==> config.mk <==
export PLATFORM = sky130hd
export DESIGN_NAME = png_idat_chunk_framer_top
export DESIGN_NICKNAME = d
export VERILOG_FILES = /design/src/design/pngidat_pkg.sv /design/src/design/pngidat_ram.sv /design/src/design/png_idat_chunk_framer_top.sv
export SDC_FILE = /design/constraint.sdc
export NUM_CORES = 2
export LEC_CHECK = 0
export BUFFER_PORTS_ARGS = -buffer_cell sky130_fd_sc_hd__buf_2
export CELL_PAD_IN_SITES_DETAIL_PLACEMENT = 1
export CELL_PAD_IN_SITES_GLOBAL_PLACEMENT = 2
export CORE_ASPECT_RATIO = 1.2
export CORE_UTILIZATION = 40
export CTS_CLUSTER_SIZE = 20
export DETAILED_ROUTE_END_ITERATION = 8
export PLACE_DENSITY = 0.74
export SLEW_MARGIN = 20
export SYNTH_ARGS = -nofsm -noshare
export SYNTH_HDL_FRONTEND = slang
export SYNTH_SLANG_ARGS = --single-unit
==> constraint.sdc <==
create_clock -name aclk -period 17.07 [get_ports aclk]
set_input_delay 3.414 -clock aclk [delete_from_list [all_inputs] [get_ports aclk]]
set_output_delay 3.414 -clock aclk [all_outputs]
set_load 0.02 [all_outputs]
==> src/design/pngidat_pkg.sv <==
// ----------------------------------------------------------------------------
// pngidat_pkg
// Shared types, constants and the CRC-32 byte update for the IDAT chunk framer.
// ----------------------------------------------------------------------------
`default_nettype none

package pngidat_pkg;

    localparam int MAX_CHUNK_DEF = 256;

    localparam int FILL_W   = 9;
    localparam int CFG_W    = 9;
    localparam int APB_DW   = 32;
    localparam int APB_AW   = 3;
    localparam int WORD_W   = 64;
    localparam int COUNT_W  = 4;

    localparam logic [CFG_W-1:0] CHUNK_SIZE_RST = 9'd256;

    localparam logic CFG_IDX_CHUNK_SIZE = 1'b0;

    localparam logic [31:0] CRC_SEED = 32'hCA50F9E1;
    localparam logic [31:0] CRC_POLY = 32'hEDB88320;
    localparam logic [31:0] CRC_XOR  = 32'hFFFFFFFF;
    localparam logic [31:0] IDAT_TAG = 32'h49444154;

    localparam logic [COUNT_W-1:0] HDR_BYTES = 4'd8;
    localparam logic [COUNT_W-1:0] CRC_BYTES = 4'd4;
    localparam logic [COUNT_W-1:0] WORD_BYTES = 4'd8;

    typedef enum logic [1:0] {
        KIND_HDR  = 2'd0,
        KIND_DATA = 2'd1,
        KIND_CRC  = 2'd2
    } kind_t;

    function automatic logic [31:0] crc_byte(logic [31:0] c, logic [7:0] b);
        logic [31:0] r;
        r = c ^ {24'd0, b};
        for (int i = 0; i < 8; i++) begin
            r = r[0] ? ((r >> 1) ^ CRC_POLY) : (r >> 1);
        end
        return r;
    endfunction

endpackage

`default_nettype wire

==> src/design/pngidat_ram.sv <==
// ----------------------------------------------------------------------------
// pngidat_ram
// Generic simple dual-port RAM with one write port and a registered read port.
// ----------------------------------------------------------------------------
`default_nettype none

module pngidat_ram #(
    parameter int WIDTH = 8,
    parameter int DEPTH = 256
) (
    input  wire logic                               aclk,
    input  wire logic                               we,
    input  wire logic [$clog2(DEPTH)-1:0]           waddr,
    input  wire logic [WIDTH-1:0]                   wdata,
    input  wire logic                               re,
    input  wire logic [$clog2(DEPTH)-1:0]           raddr,
    output      logic [WIDTH-1:0]                   rdata
);

    logic [WIDTH-1:0] mem [DEPTH];

    always_ff @(posedge aclk) begin
        if (we) begin
            mem[waddr] <= wdata;
        end
        if (re) begin
            rdata <= mem[raddr];
        end
    end

endmodule

`default_nettype wire

==> src/design/png_idat_chunk_framer_top.sv <==
// ----------------------------------------------------------------------------
// png_idat_chunk_framer_top
// Packs a compressed byte stream into PNG IDAT chunks with a running CRC-32.
// ----------------------------------------------------------------------------
// A data byte is taken every cycle while the framer is idle. A byte that finds
// room in the chunk buffer is written to the chunk store and folded into the
// CRC in that cycle; a byte that finds it full is held and starts the next
// chunk. When a chunk is sent, the input is held until the CRC word is
// registered, also while the result side stalls, because the store is read
// back through its single read port at one byte per cycle and each packed
// word is gathered and then presented. A finish word with an empty buffer is
// taken and gives no result. The store needs no clearing after reset: only
// entries written since the last chunk are read back.
// ----------------------------------------------------------------------------
`default_nettype none

module png_idat_chunk_framer_top
    import pngidat_pkg::*;
#(
    parameter int MAX_CHUNK = MAX_CHUNK_DEF
) (
    input  wire logic                  aclk,
    input  wire logic                  aresetn,

    input  wire logic                  s_valid,
    output      logic                  s_ready,
    input  wire logic                  s_mode,
    input  wire logic [7:0]            s_data_byte,

    output      logic                  m_valid,
    input  wire logic                  m_ready,
    output      logic [WORD_W-1:0]     m_out_word,
    output      logic [COUNT_W-1:0]    m_byte_count,
    output      logic [1:0]            m_word_kind,
    output      logic                  m_last,

    input  wire logic                  psel,
    input  wire logic                  penable,
    input  wire logic                  pwrite,
    input  wire logic [APB_AW-1:0]     paddr,
    input  wire logic [APB_DW-1:0]     pwdata,
    output      logic [APB_DW-1:0]     prdata,
    output      logic                  pready
);

    localparam int ADDR_W = $clog2(MAX_CHUNK);
    localparam int LIM    = (MAX_CHUNK < 256) ? MAX_CHUNK : 256;
    localparam logic [FILL_W-1:0] LIM_F = FILL_W'(LIM);

    typedef enum logic [2:0] {
        S_IDLE,
        S_HDR,
        S_READ,
        S_WOUT,
        S_CRC
    } state_t;

    state_t               state_reg,      state_next;
    logic [CFG_W-1:0]     chunk_size_reg, chunk_size_next;
    logic [FILL_W-1:0]    fill_reg,       fill_next;
    logic [31:0]          crc_reg,        crc_next;
    logic                 pend_valid_reg, pend_valid_next;
    logic [7:0]           pend_byte_reg,  pend_byte_next;
    logic [FILL_W-1:0]    ipos_reg,       ipos_next;
    logic [COUNT_W-1:0]   icnt_reg,       icnt_next;
    logic [COUNT_W-1:0]   wlen_reg,       wlen_next;
    logic                 rd_pend_reg,    rd_pend_next;
    logic [2:0]           rd_slot_reg,    rd_slot_next;
    logic [WORD_W-1:0]    acc_reg,        acc_next;
    logic                 m_valid_reg,    m_valid_next;
    logic [WORD_W-1:0]    m_word_reg,     m_word_next;
    logic [COUNT_W-1:0]   m_count_reg,    m_count_next;
    kind_t                m_kind_reg,     m_kind_next;
    logic                 m_last_reg,     m_last_next;

    logic                 ram_we;
    logic [ADDR_W-1:0]    ram_waddr;
    logic [7:0]           ram_wdata;
    logic                 ram_re;
    logic [ADDR_W-1:0]    ram_raddr;
    logic [7:0]           ram_rdata;

    logic [FILL_W-1:0]    eff_size;
    logic                 buf_full;
    logic                 s_fire;
    logic                 out_free;
    logic                 cfg_wr;
    logic [5:0]           slot_base;

    function automatic logic [COUNT_W-1:0] word_len(logic [FILL_W-1:0] n,
                                                    logic [FILL_W-1:0] pos);
        logic [FILL_W-1:0] rem;
        rem = n - pos;
        return (rem >= FILL_W'(WORD_BYTES)) ? WORD_BYTES : rem[COUNT_W-1:0];
    endfunction

    pngidat_ram #(
        .WIDTH (8),
        .DEPTH (MAX_CHUNK)
    ) u_store (
        .aclk  (aclk),
        .we    (ram_we),
        .waddr (ram_waddr),
        .wdata (ram_wdata),
        .re    (ram_re),
        .raddr (ram_raddr),
        .rdata (ram_rdata)
    );

    assign pready   = 1'b1;
    assign cfg_wr   = psel && penable && pwrite && pready;
    assign prdata   = (paddr[2] == CFG_IDX_CHUNK_SIZE)
                    ? {{(APB_DW-CFG_W){1'b0}}, chunk_size_reg} : '0;

    assign s_ready  = (state_reg == S_IDLE);
    assign s_fire   = s_valid && s_ready;
    assign out_free = !m_valid_reg || m_ready;

    assign eff_size = (chunk_size_reg == '0) ? FILL_W'(1)
                    : ((chunk_size_reg > LIM_F) ? LIM_F : chunk_size_reg);
    assign buf_full = (fill_reg >= eff_size);

    assign slot_base = {3'd7 - rd_slot_reg, 3'd0};

    assign m_valid      = m_valid_reg;
    assign m_out_word   = m_word_reg;
    assign m_byte_count = m_count_reg;
    assign m_word_kind  = m_kind_reg;
    assign m_last       = m_last_reg;

    always_comb begin
        state_next      = state_reg;
        chunk_size_next = chunk_size_reg;
        fill_next       = fill_reg;
        crc_next        = crc_reg;
        pend_valid_next = pend_valid_reg;
        pend_byte_next  = pend_byte_reg;
        ipos_next       = ipos_reg;
        icnt_next       = icnt_reg;
        wlen_next       = wlen_reg;
        rd_pend_next    = rd_pend_reg;
        rd_slot_next    = rd_slot_reg;
        acc_next        = acc_reg;
        m_valid_next    = m_valid_reg;
        m_word_next     = m_word_reg;
        m_count_next    = m_count_reg;
        m_kind_next     = m_kind_reg;
        m_last_next     = m_last_reg;
        ram_we          = 1'b0;
        ram_waddr       = ADDR_W'(fill_reg);
        ram_wdata       = s_data_byte;
        ram_re          = 1'b0;
        ram_raddr       = ADDR_W'(ipos_reg);

        if (cfg_wr && (paddr[2] == CFG_IDX_CHUNK_SIZE)) begin
            chunk_size_next = pwdata[CFG_W-1:0];
        end

        if (m_valid_reg && m_ready) begin
            m_valid_next = 1'b0;
        end

        case (state_reg)
            S_IDLE: begin
                if (s_fire) begin
                    if (s_mode) begin
                        if (fill_reg != '0) begin
                            pend_valid_next = 1'b0;
                            state_next      = S_HDR;
                        end
                    end else if (buf_full) begin
                        pend_valid_next = 1'b1;
                        pend_byte_next  = s_data_byte;
                        state_next      = S_HDR;
                    end else begin
                        ram_we    = 1'b1;
                        crc_next  = crc_byte(crc_reg, s_data_byte);
                        fill_next = fill_reg + 1'b1;
                    end
                end
            end
            S_HDR: begin
                if (out_free) begin
                    m_valid_next = 1'b1;
                    m_word_next  = {{(32-FILL_W){1'b0}}, fill_reg, IDAT_TAG};
                    m_count_next = HDR_BYTES;
                    m_kind_next  = KIND_HDR;
                    m_last_next  = 1'b0;
                    ipos_next    = '0;
                    icnt_next    = '0;
                    wlen_next    = word_len(fill_reg, '0);
                    acc_next     = '0;
                    rd_pend_next = 1'b0;
                    state_next   = S_READ;
                end
            end
            S_READ: begin
                rd_pend_next = 1'b0;
                if (rd_pend_reg) begin
                    acc_next[slot_base +: 8] = ram_rdata;
                end
                if (icnt_reg != wlen_reg) begin
                    ram_re       = 1'b1;
                    ipos_next    = ipos_reg + 1'b1;
                    icnt_next    = icnt_reg + 1'b1;
                    rd_pend_next = 1'b1;
                    rd_slot_next = icnt_reg[2:0];
                end else if (rd_pend_reg) begin
                    state_next = S_WOUT;
                end
            end
            S_WOUT: begin
                if (out_free) begin
                    m_valid_next = 1'b1;
                    m_word_next  = acc_reg;
                    m_count_next = wlen_reg;
                    m_kind_next  = KIND_DATA;
                    m_last_next  = 1'b0;
                    if (ipos_reg == fill_reg) begin
                        state_next = S_CRC;
                    end else begin
                        wlen_next  = word_len(fill_reg, ipos_reg);
                        icnt_next  = '0;
                        acc_next   = '0;
                        state_next = S_READ;
                    end
                end
            end
            S_CRC: begin
                if (out_free) begin
                    m_valid_next    = 1'b1;
                    m_word_next     = {crc_reg ^ CRC_XOR, 32'd0};
                    m_count_next    = CRC_BYTES;
                    m_kind_next     = KIND_CRC;
                    m_last_next     = 1'b1;
                    pend_valid_next = 1'b0;
                    state_next      = S_IDLE;
                    if (pend_valid_reg) begin
                        ram_we    = 1'b1;
                        ram_waddr = '0;
                        ram_wdata = pend_byte_reg;
                        crc_next  = crc_byte(CRC_SEED, pend_byte_reg);
                        fill_next = FILL_W'(1);
                    end else begin
                        crc_next  = CRC_SEED;
                        fill_next = '0;
                    end
                end
            end
            default: begin
                state_next = S_IDLE;
            end
        endcase
    end

    always_ff @(posedge aclk) begin
        if (!aresetn) begin
            state_reg      <= S_IDLE;
            chunk_size_reg <= CHUNK_SIZE_RST;
            fill_reg       <= '0;
            crc_reg        <= CRC_SEED;
            pend_valid_reg <= 1'b0;
            pend_byte_reg  <= '0;
            ipos_reg       <= '0;
            icnt_reg       <= '0;
            wlen_reg       <= '0;
            rd_pend_reg    <= 1'b0;
            rd_slot_reg    <= '0;
            acc_reg        <= '0;
            m_valid_reg    <= 1'b0;
            m_word_reg     <= '0;
            m_count_reg    <= '0;
            m_kind_reg     <= KIND_HDR;
            m_last_reg     <= 1'b0;
        end else begin
            state_reg      <= state_next;
            chunk_size_reg <= chunk_size_next;
            fill_reg       <= fill_next;
            crc_reg        <= crc_next;
            pend_valid_reg <= pend_valid_next;
            pend_byte_reg  <= pend_byte_next;
            ipos_reg       <= ipos_next;
            icnt_reg       <= icnt_next;
            wlen_reg       <= wlen_next;
            rd_pend_reg    <= rd_pend_next;
            rd_slot_reg    <= rd_slot_next;
            acc_reg        <= acc_next;
            m_valid_reg    <= m_valid_next;
            m_word_reg     <= m_word_next;
            m_count_reg    <= m_count_next;
            m_kind_reg     <= m_kind_next;
            m_last_reg     <= m_last_next;
        end
    end

endmodule

`default_nettype wire

==> qor.csv <==
metric,value,unit
status,completed,
Synth Register Bits,2275,
Unique masters post-synth,74,
share of synthesized flip-flops with an asynchronous set or reset,0,
Setup Skew,0.0615,ns
CTS Sinks,2275,
row count,190,
leading post-synthesis cells by cell area,"edfxtp_1, mux4_2, dfxtp_1",
synthesized cell area,90100,um^2
P per Cell Area,116,nW/um^2
"Seq/Total Area, Yosys",0.734,
CTS Root Buffer Type,clkbuf_16,
worst setup margin,9.79,ns
first-pass GRT wire length,369000,um
crit path time final,7.28,ns
critical path data required time,13.66,ns
CTS buffer count,217,
Detail Route Antenna Nets,0,
r2r setup slk,10.63,ns
Tightest Pin Transition,1.18,ns
Fillers,21000,
vias per cell,5.86,
most common cell in the netlist,edfxtp_1,
Final #Nets,5100,
post-DP HPWL,161000,um
detailed-route DRC error count,0,
setup TNS,0,ns
maximum number of pins on one net before global-route repair,210,
via count,48000,
Die Width,435,um
WL per Instance,31.6,um
worst hold slack,0.454,ns
# setup viols final,0,
share of layout cells above drive strength 1,0.222,
Total Wirelength,259000,um
fmax,137,MHz
Avg Inst Size Synth,18.6,um^2
top post-synthesis cells by count,"edfxtp_1, mux4_2, nor2_1, nand2_1, dfxtp_1",
Max-Cap Viols,0,
drt pass-1 iters,5,
core area,224000,um^2
top-area cell type share of the netlist area,0.685,
min-delay worst type,reg2reg,
Final period util,0.426,
slew margin rel.,0.210,
DRT iter0 DRCs,4566,
peak supply drop,0.000104,V
Clock Latency Late Sink,0.90,ns
CP Class,in2out,
vias in the first global route,49400,
RD Place Congestion,0.868,
"area leader, netlist",edfxtp_1,
"Hold-fix buffers, CTS",0,
H-tree levels,4,
final non-filler cell total,8191,
top_reg_cell synth,edfxtp_1,
Die Y,522,um
maximum root-to-sink buffer count,3,
max FFs per register,2048,
number of I/O port buffers,107,
Pwr Total,11.7,mW
Setup WS pre-CTS,9.40,ns
Initial Utilization,0.403,
CTS tree,built,
fin area,101000,um^2
Slew Limit Fails,0,
Area after DPL,94000,um^2
initial antenna violation count,5,
Post-synth EDFFs,2056,
kind of start point of the critical path,primary input,
total gr overflow,0,
Mapped Cells,4855,
Resize count post-CTS,0,
Yosys Warn Count,0,
CTS clock-pin slew for the worst setup and hold paths,0.06,ns
Die Footprint,227000,um^2
Layout Utilization,0.452,
Arrival @ worst endpoint,3.86,ns
final hold violations,0,
crit end category,primary output,
cell count after placement,7781,
Pleak,30.9,nW
RSZ-0062 raised after global routing,no,
CP max FO,11,
area grow syn2layout,12.2,%
io pins,157,
gr usage total,0.226,
number of post-CTS setup repair buffers,0,
[area by class of cell]
class                           count  area, um^2  share of cell area
Clock inverter                    154        1390              0.0137
Tap cell                         2976        3720              0.0368
Multi-Input combinational cell   2266       22500               0.222
Inverter                           19        78.8            0.000779
Sequential cell                  2275       66100               0.654
Clock buffer                      254        5650              0.0559
Timing Repair Buffer              246        1680              0.0166
Antenna cell                        1        2.50           0.0000247
[critical path, stage by stage]
cell     delay (ns)
buf_2          0.16
nor2b_1        0.12
buf_2          0.17
[metal layers]
metal / routed length, um / track usage
met4: 11100 / 0.0937
met2: 128000 / 0.379
met3: 17700 / 0.0408
met5: 356 / 0.0109
met1: 101000 / 0.288
[cells by family (layout without fill, tap and decap cells)]
family	Yosys count	count (layout)	share of synthesized area
compound gates	520	520	0.0393
xor+xnor	132	132	0.0129
fa+ha+maj	24	24	0.00342
buf+inv	336	673	0.0196
flops	2275	2275	0.734
mux	660	660	0.149
other cells	2	25	0.0000834
simple gates	906	906	0.0421
[worst paths after layout]
path / startpoint / to / cells after the start
min reg2reg: m_out_word[22] / m_out_word[22] / 2
max reg2reg: ipos_reg[0] / u_store.rdata[4] / 9
max: paddr[2] / prdata[7] / 3
min: m_out_word[22] / m_out_word[22] / 2
[where the power goes]
group | total (mW) | switching [mW] | internal (mW) | leakage [nW]
clock | 4.79 | 2.15 | 2.64 | 3.40
sequential | 6.15 | 0.0507 | 6.10 | 20.2
combinational | 0.758 | 0.482 | 0.277 | 7.24
total | 11.7 | 2.69 | 9.02 | 30.9
[placed cells by master (no fill, tap or decap), drive strengths merged, types with 26 or more instances in the layout]
cell / instances
xor2: 34
buf: 246
nand3: 43
nor3: 48
xnor2: 98
nor2: 497
nand2: 220
clkbuf: 254
a21oi: 125
clkinv: 118
edfxtp: 2056
mux4: 542
dfxtp: 219
nor2b: 26
mux2i: 111
a221oi: 65
o21ai: 78
a22oi: 109
Power figures use the tool's default switching activity.
